--- src/hdl/fbip_pkg.sv ---
`timescale 1ns / 1ps

package fbip_pkg;

	localparam int unsigned MAX_CHARS_NARROW = 6;
	localparam int unsigned MAX_CHARS_WIDE   = 12;
	localparam int unsigned SLOT_LIMIT       = 12;

	localparam int unsigned CODE_W  = 5;
	localparam int unsigned WORD_W  = 64;
	localparam int unsigned COUNT_W = 4;

	localparam logic [3:0] LIMIT_NARROW = 4'(MAX_CHARS_NARROW);
	localparam logic [3:0] LIMIT_WIDE   = 4'(MAX_CHARS_WIDE);

	// 5-bit code in the low bits, bit 5 flags a byte outside the alphabet
	typedef logic [CODE_W:0] lookup_t;

	localparam lookup_t CODE_NUL = 6'h00;
	localparam lookup_t CODE_BAD = 6'h20;

	function automatic lookup_t code_of(input logic [7:0] b);
		lookup_t c;
		case (b)
			8'h00:   c = CODE_NUL;
			"." :    c = 6'd1;
			"0" :    c = 6'd2;
			"1" :    c = 6'd3;
			"2" :    c = 6'd4;
			"A" :    c = 6'd5;
			"C" :    c = 6'd6;
			"E" :    c = 6'd7;
			"I" :    c = 6'd8;
			"L" :    c = 6'd9;
			"M" :    c = 6'd10;
			"P" :    c = 6'd11;
			"R" :    c = 6'd12;
			"S" :    c = 6'd13;
			"T" :    c = 6'd14;
			"_" :    c = 6'd15;
			"a" :    c = 6'd16;
			"b" :    c = 6'd17;
			"c" :    c = 6'd18;
			"d" :    c = 6'd19;
			"e" :    c = 6'd20;
			"g" :    c = 6'd21;
			"i" :    c = 6'd22;
			"l" :    c = 6'd23;
			"m" :    c = 6'd24;
			"n" :    c = 6'd25;
			"o" :    c = 6'd26;
			"p" :    c = 6'd27;
			"r" :    c = 6'd28;
			"s" :    c = 6'd29;
			"t" :    c = 6'd30;
			"u" :    c = 6'd31;
			default: c = CODE_BAD;
		endcase
		return c;
	endfunction

endpackage

--- src/hdl/fbip_if.sv ---
`timescale 1ns / 1ps

interface fbip_byte_if;
	logic       valid;
	logic       ready;
	logic [7:0] char_byte;
	logic       last_byte;

	modport source (output valid, output char_byte, output last_byte, input ready);
	modport sink   (input valid, input char_byte, input last_byte, output ready);
endinterface

interface fbip_word_if;
	logic        valid;
	logic        ready;
	logic [63:0] packed_word;
	logic        is_valid;
	logic [3:0]  packed_count;

	modport source (output valid, output packed_word, output is_valid, output packed_count,
		input ready);
	modport sink   (input valid, input packed_word, input is_valid, input packed_count,
		output ready);
endinterface

interface fbip_cfg_if;
	logic valid;
	logic ready;
	logic wide_mode;

	modport source (output valid, output wide_mode, input ready);
	modport sink   (input valid, input wide_mode, output ready);
endinterface

--- src/hdl/five_bit_identifier_packer.sv ---
`timescale 1ns / 1ps

// Channel  Dir  Payload                                  Beat
// -------  ---  ---------------------------------------  -----------------------------
// chars    in   char_byte[7:0], last_byte                one identifier byte
// result   out  packed_word[63:0], is_valid, packed_count one packed identifier
// cfg      in   wide_mode                                register write, always ready
//
// One byte beat per cycle while no last byte stalls: lookup, limit check and slot insert all
// sit between the beat and the per-identifier state registers.
// A last byte loads the result register; the word shows on the result port from the next cycle.
// arst_n clears the identifier state and the result valid; wide_mode resets to 1.
// Non-last bytes keep flowing while a result waits; only a last byte stalls,
// and only while the result register is full and not being drained.

module five_bit_identifier_packer
	import fbip_pkg::*;
(
	input  logic        clk,
	input  logic        arst_n,
	fbip_byte_if.sink   chars,
	fbip_word_if.source result,
	fbip_cfg_if.sink    cfg
);

	// Configuration
	logic wide_q;

	// Per-identifier state
	logic [WORD_W-1:0]  acc_q;
	logic [COUNT_W-1:0] slot_q;
	logic [3:0]         total_q;
	logic               term_q;
	logic               fault_q;

	// Result register
	logic               res_valid_q;
	logic [WORD_W-1:0]  res_word_q;
	logic               res_ok_q;
	logic [COUNT_W-1:0] res_count_q;

	// Next-state terms
	logic               accept;
	logic [3:0]         limit;
	logic [4:0]         total_inc;
	logic [3:0]         total_n;
	logic               fault_n;
	logic               term_n;
	logic [WORD_W-1:0]  acc_n;
	logic [COUNT_W-1:0] slot_n;
	lookup_t            code;

	assign cfg.ready = 1'b1;

	// A last byte needs room in the result register; other bytes never wait.
	assign chars.ready = !res_valid_q || result.ready || !chars.last_byte;
	assign accept      = chars.valid && chars.ready;

	assign code  = code_of(chars.char_byte);
	assign limit = wide_q ? LIMIT_WIDE : LIMIT_NARROW;

	always_comb begin
		// Count every byte, NULs too, saturating one past the limit of the current mode.
		total_inc = {1'b0, total_q} + 5'd1;
		if (total_inc > {1'b0, limit} + 5'd1) begin
			total_n = limit + 4'd1;
		end else begin
			total_n = total_inc[3:0];
		end
		fault_n = fault_q || (total_n > limit);
		term_n  = term_q;
		acc_n   = acc_q;
		slot_n  = slot_q;

		if (!term_q && !fault_n) begin
			if (code == CODE_NUL) begin
				term_n = 1'b1;
			end else if (code[CODE_W] || (slot_q >= COUNT_W'(SLOT_LIMIT))) begin
				fault_n = 1'b1;
			end else begin
				// Drop the code into the slot picked by slot_q.
				for (int i = 0; i < SLOT_LIMIT; i++) begin
					if (slot_q == COUNT_W'(i)) begin
						acc_n[i*CODE_W +: CODE_W] = acc_q[i*CODE_W +: CODE_W] | code[CODE_W-1:0];
					end
				end
				slot_n = slot_q + COUNT_W'(1);
			end
		end
	end

	always_ff @(posedge clk or negedge arst_n) begin
		if (!arst_n) begin
			wide_q <= 1'b1;
		end else if (cfg.valid && cfg.ready) begin
			wide_q <= cfg.wide_mode;
		end
	end

	// Advance the identifier state; clear it once the last byte has been taken.
	always_ff @(posedge clk or negedge arst_n) begin
		if (!arst_n) begin
			acc_q   <= '0;
			slot_q  <= '0;
			total_q <= '0;
			term_q  <= 1'b0;
			fault_q <= 1'b0;
		end else if (accept) begin
			if (chars.last_byte) begin
				acc_q   <= '0;
				slot_q  <= '0;
				total_q <= '0;
				term_q  <= 1'b0;
				fault_q <= 1'b0;
			end else begin
				acc_q   <= acc_n;
				slot_q  <= slot_n;
				total_q <= total_n;
				term_q  <= term_n;
				fault_q <= fault_n;
			end
		end
	end

	// Hold the result until the sink takes it.
	always_ff @(posedge clk or negedge arst_n) begin
		if (!arst_n) begin
			res_valid_q <= 1'b0;
		end else if (accept && chars.last_byte) begin
			res_valid_q <= 1'b1;
		end else if (result.ready) begin
			res_valid_q <= 1'b0;
		end
	end

	always_ff @(posedge clk) begin
		if (accept && chars.last_byte) begin
			res_word_q  <= fault_n ? '0 : acc_n;
			res_ok_q    <= !fault_n;
			res_count_q <= fault_n ? '0 : slot_n;
		end
	end

	assign result.valid        = res_valid_q;
	assign result.packed_word  = res_word_q;
	assign result.is_valid     = res_ok_q;
	assign result.packed_count = res_count_q;

`ifndef SYNTHESIS
	a_last_loads_result: assert property (@(posedge clk) disable iff (!arst_n)
		accept && chars.last_byte |=> res_valid_q)
		else $error("last byte beat did not load the result register");

	a_invalid_is_zero: assert property (@(posedge clk) disable iff (!arst_n)
		res_valid_q && !res_ok_q |-> (res_word_q == '0) && (res_count_q == '0))
		else $error("rejected identifier carries a nonzero word or count");

	a_slot_bound: assert property (@(posedge clk) disable iff (!arst_n)
		slot_q <= COUNT_W'(SLOT_LIMIT) && total_q <= LIMIT_WIDE + 4'd1)
		else $error("slot or byte count beyond its bound");

	a_top_bits_clear: assert property (@(posedge clk) disable iff (!arst_n)
		res_valid_q |-> (res_word_q[WORD_W-1:SLOT_LIMIT*CODE_W] == '0))
		else $error("packed word has bits above the last slot");
`endif

endmodule
--- src/flat_wrapper.sv ---
// flat-port wrapper written by rule: the top's interface ports become plain ports
module five_bit_identifier_packer_flat import fbip_pkg::*;
  (clk, arst_n, chars_valid, chars_char_byte, chars_last_byte, chars_ready, result_valid, result_packed_word, result_is_valid, result_packed_count, result_ready, cfg_valid, cfg_wide_mode, cfg_ready);
  fbip_byte_if chars_i ();
  fbip_word_if result_i ();
  fbip_cfg_if cfg_i ();
  input  logic clk;
  input  logic arst_n;
  input wire logic [$bits(chars_i.valid)-1:0] chars_valid;
  input wire logic [$bits(chars_i.char_byte)-1:0] chars_char_byte;
  input wire logic [$bits(chars_i.last_byte)-1:0] chars_last_byte;
  output wire logic [$bits(chars_i.ready)-1:0] chars_ready;
  output wire logic [$bits(result_i.valid)-1:0] result_valid;
  output wire logic [$bits(result_i.packed_word)-1:0] result_packed_word;
  output wire logic [$bits(result_i.is_valid)-1:0] result_is_valid;
  output wire logic [$bits(result_i.packed_count)-1:0] result_packed_count;
  input wire logic [$bits(result_i.ready)-1:0] result_ready;
  input wire logic [$bits(cfg_i.valid)-1:0] cfg_valid;
  input wire logic [$bits(cfg_i.wide_mode)-1:0] cfg_wide_mode;
  output wire logic [$bits(cfg_i.ready)-1:0] cfg_ready;
  assign chars_i.valid = chars_valid;
  assign chars_i.char_byte = chars_char_byte;
  assign chars_i.last_byte = chars_last_byte;
  assign chars_ready = chars_i.ready;
  assign result_valid = result_i.valid;
  assign result_packed_word = result_i.packed_word;
  assign result_is_valid = result_i.is_valid;
  assign result_packed_count = result_i.packed_count;
  assign result_i.ready = result_ready;
  assign cfg_i.valid = cfg_valid;
  assign cfg_i.wide_mode = cfg_wide_mode;
  assign cfg_ready = cfg_i.ready;
  five_bit_identifier_packer u_core (.clk(clk), .arst_n(arst_n), .chars(chars_i), .result(result_i), .cfg(cfg_i));
endmodule
--- config.mk ---
export PLATFORM = sky130hd
export DESIGN_NAME = five_bit_identifier_packer_flat
export DESIGN_NICKNAME = d
export VERILOG_FILES = /design/src/hdl/fbip_pkg.sv /design/src/hdl/fbip_if.sv /design/src/hdl/five_bit_identifier_packer.sv /design/src/flat_wrapper.sv
export SDC_FILE = /design/constraint.sdc
export NUM_CORES = 1
export LEC_CHECK = 0
export ABC_AREA = 0
export ABC_CLOCK_PERIOD_IN_PS = 3800
export BUFFER_PORTS_ARGS = -buffer_cell sky130_fd_sc_hd__clkbuf_2
export CAP_MARGIN = 15
export CORE_MARGIN = 2
export CORE_UTILIZATION = 40
export DETAILED_ROUTE_END_ITERATION = 6
export GPL_TIMING_DRIVEN = 0
export HOLD_SLACK_MARGIN = 0.05
export RECOVER_POWER = 100
export SLEW_MARGIN = 0
export SYNTH_ARGS = -nofsm -noshare
export SYNTH_HDL_FRONTEND = slang
export SYNTH_SLANG_ARGS = --single-unit
--- constraint.sdc ---
create_clock -name clk -period 3.8 [get_ports clk]
set_input_delay 0.38 -clock clk [delete_from_list [all_inputs] [get_ports clk]]
set_output_delay 0.38 -clock clk [all_outputs]
set_load 0.01 [all_outputs]
==> impl_metrics.json, run 1 <==
{
  "crit_path_end_kind": "register",
  "cp.arrival_ns": 3.88,
  "critical_path.slowest_cell": "dfrtp_1",
  "synth_top_family_by_area": "compound AO/OA/AOI/OAI gates",
  "ys_seq_area_frac": 0.566,
  "use_met3": 0.0418,
  "core_sq_um": 16400,
  "synthFlopType": "dfrtp_1",
  "n_fill_cell": 1554,
  "clkTransAtPathRegs_ns": 0.06,
  "yosysMostFrequentCell": "nor2_1",
  "yosys_warnings": 0,
  "synthTopCellsByCount": "110 x nor2_1, 98 x a21oi_1, 71 x dfrtp_1",
  "grt_overflow": 0,
  "final_cell_area_sq_um": 8080,
  "synth_cells": 654,
  "grt_use_total": 0.196,
  "path_class": "register to register",
  "io_buffer_count": 80,
  "clkLatencyLatePin_ns": 0.41,
  "finalHoldViolCount": 0,
  "critPathMaxStageDelay_ns": 0.42,
  "synthesis.area_sq_um": 6640,
  "antenna_found_initial": 0,
  "peakVddDrop_uv": 307,
  "via_count": 5358,
  "power.leakage_nw": 3.16,
  "rsz0062_at_grt": "true",
  "fmax_mhz": 270,
  "grt_max_degree": 75,
  "h-tree-depth": 4,
  "outcome": "complete, but fails checks",
  "dr.pass1.iters": 5,
  "clkSinkCount": 137,
  "cts_tree": "yes",
  "hpwl_mm": 11.8,
  "synth_compound_area_frac": 0.173,
  "placed_cell_area_sq_um": 7360,
  "nets": 798,
  "crit_buf_inv": 3,
  "drive_above_1_share": 0.163,
  "synth_largest_area_cell": "edfxtp_1",
  "synth_mux_area_frac": 0.00962,
  "power.total_mw": 3.85,
  "ys_async_sr_fraction": 0.526,
  "synth.distinct_cells": 66,
  "violations": "capacitance limit, slew limit",
  "cts-root-buf": "clkbuf_16",
  "cts_buffers": 17,
  "die_area_sq_um": 17600,
  "hold_path_class": "input port to register",
  "use_met1": 0.256,
  "drt_iter0_markers": 369,
  "synth_edf_count": 65,
  "met2_usage": 0.327,
  "rows": 47,
  "routed_wl_mm": 17.0,
  "area_growth_pct": 21.7,
  "post-route-period-util": 0.975,
  "drv_cap": 1,
  "setup_tns_ns": 0,
  "setup_viol": 0,
  "yosys.area_share.simple": 0.170,
  "cpLargestDelayFamily": "compound AO/OA/AOI/OAI gates",
  "die_y_microns": 133,
  "synthAdderAreaFrac": 0.0283,
  "wl_per_cell_microns": 17.0,
  "clockBufferDepth": 2,
  "ys_ff_latch": 137,
  "grt_pass1_wl_mm": 27.2,
  "path_cells": "nand3_2 -> xnor2_2 -> ha_2 -> nand2_1 -> o21ai_2 -> o21ai_2 -> mux2_4 -> ha_4 -> inv_1 -> o41ai_4 -> o31ai_4 -> and2_4 -> and3_1 -> buf_6 -> buf_8 -> a21oi_1 -> nor2_1",
  "first_global_vias": 5257,
  "cp-start-kind": "register",
  "start_util": 0.404,
  "final_core_util": 0.492,
  "period_needed_ns": 3.71,
  "via_per_inst": 5.35,
  "synth.avg_cell_area_sq_um": 10.1,
  "drtAntennaViolNets": 0,
  "synthTopCellsByArea": "edfxtp_1 29%, dfrtp_1 27%, a21oi_1 7.4%, nor2_1 6.2%, nand2_1 3.4%",
  "yosys.area.top_type_share": 0.294,
  "skew_ns": 0.00778,
  "powerDensity_nw_per_um2": 477,
  "busiest_layer": "met2",
  "path_max_fanout": 10,
  "fp.dieW_microns": 133,
  "synth_xor_area_frac": 0.00377,
  "cp_common_cell": "o21ai_2",
  "tightestPinTransition_ns": 1.52,
  "place_congestion": 0.871,
  "whs_ns": 0.118,
  "drcViolationCount": 0,
  "finalMaxSlewViolations": 27,
  "pin_count": 87,
  "max_slew_margin": -0.0117,
  "num_antenna_cells": 0,
  "crit_required_ns": 3.97
}
==> repair_timing <==
action,in CTS,in global routing
hold buffers,1,0
gates cloned,0,0
setup endpoints to repair,125,112
gates resized for setup,19,34
pin swaps,1,4
buffers inserted,3,8
endpoints found under the hold margin,24,0
==> flip-flops by register name, summed over array words and instances (netlist names) <==
register                    flops
u_core.result.valid             1
u_core.slot_q                   4
u_core.result.is_valid          1
u_core.fault_q                  1
u_core.wide_q                   1
u_core.term_q                   1
u_core.result.packed_count      4
u_core.result.packed_word      60
u_core.total_q                  4
u_core.acc_q                   60
==> area by class of cell <==
| class | instances | area (sq um) | area share |
|---|---|---|---|
| clock inverters | 9 | 75.1 | 0.00930 |
| clock buffers | 23 | 458 | 0.0567 |
| inverters | 18 | 67.6 | 0.00837 |
| multi-input cells | 458 | 2730 | 0.337 |
| well taps | 220 | 275 | 0.0341 |
| plain buffers | 43 | 307 | 0.0380 |
| repair buffers | 93 | 413 | 0.0511 |
| flip-flops and latches | 137 | 3760 | 0.465 |
==> through the flow <==
step / setup slack, ns / std cells
floorplan: 0.0777 / 657
global placement: -0.957 / 957
detailed placement: -0.741 / 958
CTS: -0.00647 / 994
global route: -0.0498 / 1001
finish: 0.0943 / 1001
==> path summary, 6_finish.rpt <==
kind	from	end	slack (ns)	cells after the start
min in group asynchronous	arst_n	u_core.result.valid	0.86	2
hold / removal	cfg_valid	u_core.wide_q	0.12	2
hold reg to reg	u_core.acc_q[37]	u_core.acc_q[37]	0.47	2
setup reg to reg	u_core.total_q[0]	u_core.result.packed_word[51]	0.09	17
setup / recovery	u_core.total_q[0]	u_core.result.packed_word[51]	0.09	17
max in group asynchronous	arst_n	u_core.acc_q[6]	1.04	3
==> cell usage in the layout (no fill, tap or decap), types with 7 or more instances in the layout <==
master / Yosys / layout
and2_1: 7 / 7
clkbuf_2: 0 / 13
a21oi_2: 1 / 14
nor2_1: 110 / 110
edfxtp_1: 65 / 65
ha_1: 15 / 13
inv_1: 17 / 17
buf_6: 4 / 10
clkbuf_16: 0 / 17
o21ai_0: 38 / 36
nand2_1: 60 / 59
buf_4: 10 / 19
dfrtp_1: 71 / 70
buf_2: 15 / 8
nand3_1: 11 / 10
a21oi_1: 98 / 83
nand2b_1: 10 / 9
clkbuf_1: 15 / 86
and3_1: 11 / 10
==> logic make-up after synthesis <==
logic type	after synthesis
AOI/OAI and AO/OA	188
xor gates and xnor gates	2
adders and majority gates	15
buffers and inverters	62
DFF	137
muxes	6
other	2
and+or+nand+nor	242
==> per-layer routing <==
metal | vias to the layer above | part of all wire
met2 | 183 | 0.49
li1 | 2551 | -
met1 | 2605 | 0.45
met5 | - | 0
met3 | 19 | 0.051
met4 | 0 | 0.017
==> power breakdown <==
group / switching, mW / total, mW / internal (mW)
clock network: 0.577 / 1.48 / 0.908
registers: 0.0471 / 1.66 / 1.61
logic: 0.471 / 0.709 / 0.238
total: 1.09 / 3.85 / 2.76
(Power assumes the default switching activity.)
==> run 2: changes to the inputs <==
CORE_UTILIZATION = 52   (was 40)
PLACE_DENSITY = 0.76   (was default)
==> run 2 against run 1 <==
  * The run still ends with capacitance limit, slew limit left
  * Combinational power up 6.2%
  * Clock skew increased by 0.0020 ns
  * Cell area grew 0.15%
  * Sequential power about the same
  * Count of clock-buffer cells in the layout is 4 lower
  * Wire length decreased by 0.62%
  * Largest power group unchanged
  * Highest routed layer unchanged
==> impl_metrics.json, run 2 (synthesis gave the netlist of run 1 again) <==
{
  "outcome": "complete, but fails checks",
  "violations": "capacitance limit, slew limit",
  "fmax_mhz": 267,
  "grt_overflow": 0,
  "fin_ws_ns": 0.0607,
  "pwr-share-clk": 0.394,
  "path_cells": "nand3_2 -> xnor2_1 -> ha_1 -> a31oi_1 -> o21ai_2 -> o21ai_2 -> mux2_4 -> ha_4 -> inv_1 -> o41ai_4 -> o31ai_4 -> and2_4 -> and3_1 -> buf_6 -> buf_6 -> a21oi_1 -> nor2_1",
  "grt_pass1_wl_mm": 26.2,
  "powerDensity_nw_per_um2": 492,
  "layout_common_cells": "110 x nor2_1, 83 x a21oi_1, 81 x clkbuf_1",
  "cts-root-buf": "clkbuf_16",
  "clkLatencyLatePin_ns": 0.42,
  "power.leakage_nw": 3.18,
  "cpLargestDelayFamily": "compound AO/OA/AOI/OAI gates",
  "place_ws_ns": -0.734,
  "drtAntennaViolNets": 0,
  "die_area_sq_um": 13700,
  "via_count": 5508,
  "n_fill_cell": 1030,
  "p_int_mw": 2.81,
  "tightestPinTransition_ns": 1.71,
  "pin_count": 87,
  "clkTransAtPathRegs_ns": 0.06,
  "final_cell_area_sq_um": 8090,
  "crit_buf_inv": 3,
  "ff_latch_area_sq_um": 3760,
  "max_slew_margin": -0.143,
  "path_max_fanout": 10,
  "setup_viol": 0,
  "core_sq_um": 12500,
  "peakVddDrop_uv": 283,
  "crit_required_ns": 3.97,
  "h-tree-depth": 4,
  "p_seq_frac": 0.417,
  "hold_path_class": "input port to register",
  "whs_ns": 0.115,
  "grt_use_total": 0.254,
  "path_class": "register to register",
  "start_util": 0.530,
  "swShare": 0.295,
  "nets": 802,
  "wl_per_cell_microns": 17.7,
  "io_buffer_count": 80,
  "setup_tns_ns": 0,
  "cp.arrival_ns": 3.91,
  "area_growth_pct": 21.9,
  "period_needed_ns": 3.74,
  "critPathMaxStageDelay_ns": 0.41,
  "final_common_cell": "nor2_1",
  "cp-start-kind": "register",
  "num_antenna_cells": 0,
  "finalHoldViolCount": 0,
  "post-route-period-util": 0.984,
  "cts_buffers": 17,
  "power.total_mw": 3.98,
  "place_congestion": 0.869,
  "drive_above_1_share": 0.173,
  "dp_cells": 910,
  "hpwl_mm": 11.4,
  "placed_cell_area_sq_um": 7300,
  "drv_cap": 2,
  "final_core_util": 0.646,
  "fp.dieW_microns": 117,
  "combPwrFrac": 0.189,
  "antenna_found_initial": 0,
  "rows": 41,
  "dr.pass1.iters": 5,
  "clkSinkCount": 137,
  "finalMaxSlewViolations": 144,
  "drcViolationCount": 0,
  "critical_path.slowest_cell": "o41ai_4",
  "grt_max_degree": 75,
  "via_per_inst": 5.76,
  "multi_input_area_sq_um": 2710,
  "skew_ns": 0.00978,
  "stdcell_count": 957,
  "first_global_vias": 5159,
  "crit_path_end_kind": "register",
  "drt_iter0_markers": 517,
  "cts_tree": "yes",
  "routed_wl_mm": 16.9,
  "die_y_microns": 117,
  "power.switching_mw": 1.17,
  "clockBufferDepth": 2
}
-- run 2: final timing paths --
kind | slack [ns] | depth (start not counted) | endpoint | startpoint
worst max register to register | 0.06 | 17 | u_core.result.packed_word[43] | u_core.total_q[0]
worst min-delay path | 0.12 | 2 | u_core.wide_q | cfg_valid
worst max-delay path | 0.06 | 17 | u_core.result.packed_word[43] | u_core.total_q[0]
max in group asynchronous | 1.45 | 3 | u_core.total_q[0] | arst_n
worst min register to register | 0.49 | 2 | u_core.acc_q[43] | u_core.acc_q[43]
min in group asynchronous | 0.35 | 2 | u_core.total_q[1] | arst_n
-- run 2: per-layer routing --
layer	track usage	vias up	routed length [microns]
li1	-	2561	-
met1	0.325	2659	6930
met2	0.418	244	8380
met3	0.0536	44	1150
met4	0.114	0	444
met5	0	-	0
-- run 2: power by group through the flow --
stage / clock network, mW / logic (mW) / registers [mW]
finish: 1.57 / 0.753 / 1.66
global route: 1.63 / 0.822 / 1.67
CTS: 1.58 / 0.697 / 1.66
detailed placement: 0 / 0.636 / 1.69
global placement: 0 / 0.611 / 1.69
floorplan: 0 / 0.415 / 1.69
-- run 2: layout make-up --
type,instances,area share
buffer,43,0.0368
clock buffer,19,0.0560
clock inverter,13,0.0148
inverter,18,0.00835
multi-input combinational,458,0.335
sequential,137,0.465
tap,172,0.0266
timing repair buffer,97,0.0578
-- run 2: timing repair --
item	CTS	global route
resized for setup	21	30
setup buffers	5	10
endpoints found under the hold margin	4	0
pin swaps	1	6
hold buffers	1	0
endpoints found under the setup margin	125	96
gates cloned	0	0
==> run 3: changes to the inputs <==
RECOVER_POWER = 25   (was 100)
==> run 3 against run 2 <==
  * Combinational power grew 0.9%
  * Total power is essentially flat
  * Clock power is essentially flat
  * Setup slack gained 0.0072 ns
  * Worst hold slack gained 0.0025 ns
  * Clock skew is essentially flat
  * Global-route usage is the same
  * The run still ends with capacitance limit, slew limit left
  * Register-to-register slack is essentially flat
==> impl_metrics.json, run 3 (synthesis gave the netlist of run 1 again) <==
{
  "path_max_fanout": 10,
  "rr_endpoint": "u_core.result.packed_word[43]",
  "drive_above_1_share": 0.248,
  "wl_per_cell_microns": 17.6,
  "finalMaxSlewViolations": 69,
  "antenna_found_initial": 0,
  "clockBufferDepth": 2,
  "reg2reg_slack_ns": 0.07,
  "crit_path_end_kind": "register",
  "core_sq_um": 12500,
  "place_congestion": 0.869,
  "clkTransAtPathRegs_ns": 0.06,
  "cts_buffers": 17,
  "finalHoldViolCount": 0,
  "max_slew_margin": -0.133,
  "skew_ns": 0.00997,
  "setup_viol": 0,
  "placed_cell_area_sq_um": 7300,
  "drt_iter0_markers": 489,
  "clkLatencyLatePin_ns": 0.42,
  "cp-start-kind": "register",
  "cts-root-buf": "clkbuf_16",
  "drtAntennaViolNets": 0,
  "drv_cap": 1,
  "period_needed_ns": 3.73,
  "stdcell_count": 957,
  "violations": "capacitance limit, slew limit",
  "power.switching_mw": 1.17,
  "reg2regPathDepth": 16,
  "outcome": "complete, but fails checks",
  "fp.dieW_microns": 117,
  "routed_wl_mm": 16.8,
  "cp.arrival_ns": 3.90,
  "start_util": 0.530,
  "post-route-period-util": 0.982,
  "hold_path_class": "input port to register",
  "grt_use_total": 0.254,
  "hpwl_mm": 11.4,
  "holdPathEnd": "u_core.wide_q",
  "cts_tree": "yes",
  "crit_required_ns": 3.97,
  "grt_overflow": 0,
  "h-tree-depth": 4,
  "pwr-share-clk": 0.393,
  "hp-start": "cfg_valid",
  "reg2reg_from": "u_core.total_q[0]",
  "num_antenna_cells": 0,
  "nets": 802,
  "first_global_vias": 5159,
  "tightestPinTransition_ns": 1.70,
  "dp_cells": 910,
  "via_per_inst": 5.74,
  "final_cell_area_sq_um": 8170,
  "die_area_sq_um": 13700,
  "powerDensity_nw_per_um2": 488,
  "dr.pass1.iters": 5,
  "swShare": 0.294,
  "peakVddDrop_uv": 282,
  "rows": 41,
  "io_buffer_count": 80,
  "area_growth_pct": 23.2,
  "min_path_cells": 2,
  "drcViolationCount": 0,
  "combPwrFrac": 0.191,
  "via_count": 5495,
  "p_int_mw": 2.82,
  "clkSinkCount": 137,
  "final_common_cell": "nor2_1",
  "power.leakage_nw": 3.36,
  "pin_count": 87,
  "layout_common_cells": "110 x nor2_1, 83 x a21oi_1, 70 x clkbuf_2",
  "grt_max_degree": 75,
  "grt_pass1_wl_mm": 26.2,
  "p_seq_frac": 0.417,
  "die_y_microns": 117,
  "fmax_mhz": 268,
  "path_class": "register to register"
}
## run 3: how the worst max path moves through the flow
| stage | slack, ns | end | startpoint |
|---|---|---|---|
| finish | 0.07 | u_core.result.packed_word[43] | u_core.total_q[0] |
| global route | -0.02 | u_core.result.packed_word[58] | u_core.total_q[1] |
| CTS | 0.009 | u_core.result.packed_word[45] | u_core.wide_q |
| detailed placement | -0.73 | u_core.result.packed_word[59] | u_core.total_q[2] |
| global placement | -0.82 | u_core.result.packed_word[55] | chars_last_byte |
| floorplan | 0.08 | u_core.result.packed_word[36] | u_core.total_q[2] |
## run 3: cell type report
cell class                 count  area [sq um]
multi-input combinational    458          2720
timing repair buffer          97           539
buffer                        43           300
clock buffer                  19           453
fill                        1011          4340
inverter                      18          67.6
sequential                   137          3760
clock inverter                13           120
tap                          172           215
## run 3: power by group through the flow
stage | clock (mW) | sequential, mW | combinational (mW)
floorplan | 0 | 1.69 | 0.415
detailed placement | 0 | 1.69 | 0.636
finish | 1.57 | 1.66 | 0.760
global placement | 0 | 1.69 | 0.611
CTS | 1.58 | 1.66 | 0.697
global route | 1.63 | 1.67 | 0.831
## run 3: what timing repair did
action,CTS,global route
hold endpoints to repair,4,0
endpoints found under the setup margin,125,96
gates resized for setup,21,30
pin swaps,1,6
setup buffers,5,10
hold buffers,1,0
## run 3: layer usage
| layer | wire length [microns] | GRT usage |
|---|---|---|
| met1 | 6890 | 0.325 |
| met2 | 8370 | 0.418 |
| met4 | 472 | 0.114 |
| met3 | 1100 | 0.0536 |
| met5 | 0 | 0 |
## run 3: stage by stage
stage / hold WS [ns] / worst slack (ns) / util / TNS, ns / power, mW
detailed placement: 0.227 / -0.734 / 0.583 / -59.58 / 2.32
finish: 0.118 / 0.0679 / 0.653 / 0 / 3.99
global route: 0.139 / -0.0232 / 0.653 / -0.277 / 4.13
global placement: 0.462 / -0.823 / 0.580 / -90.01 / 2.30
CTS: 0.111 / 0.00877 / 0.638 / 0 / 3.93
floorplan: 0.0844 / 0.0777 / - / 0 / 2.11
## run 3: critical path, stage by stage (launching register included)
cell and delay [ns]:
dfrtp_2 0.44, buf_12 0.14, ha_4 0.23, ha_1 0.27
nand3_1 0.08, o21ai_2 0.19, mux2_4 0.34, ha_4 0.28
inv_1 0.07, o41ai_4 0.41, o31ai_4 0.15, and2_4 0.21
and3_1 0.19, buf_6 0.14, buf_6 0.15, a21oi_1 0.14
nor2_1 0.06
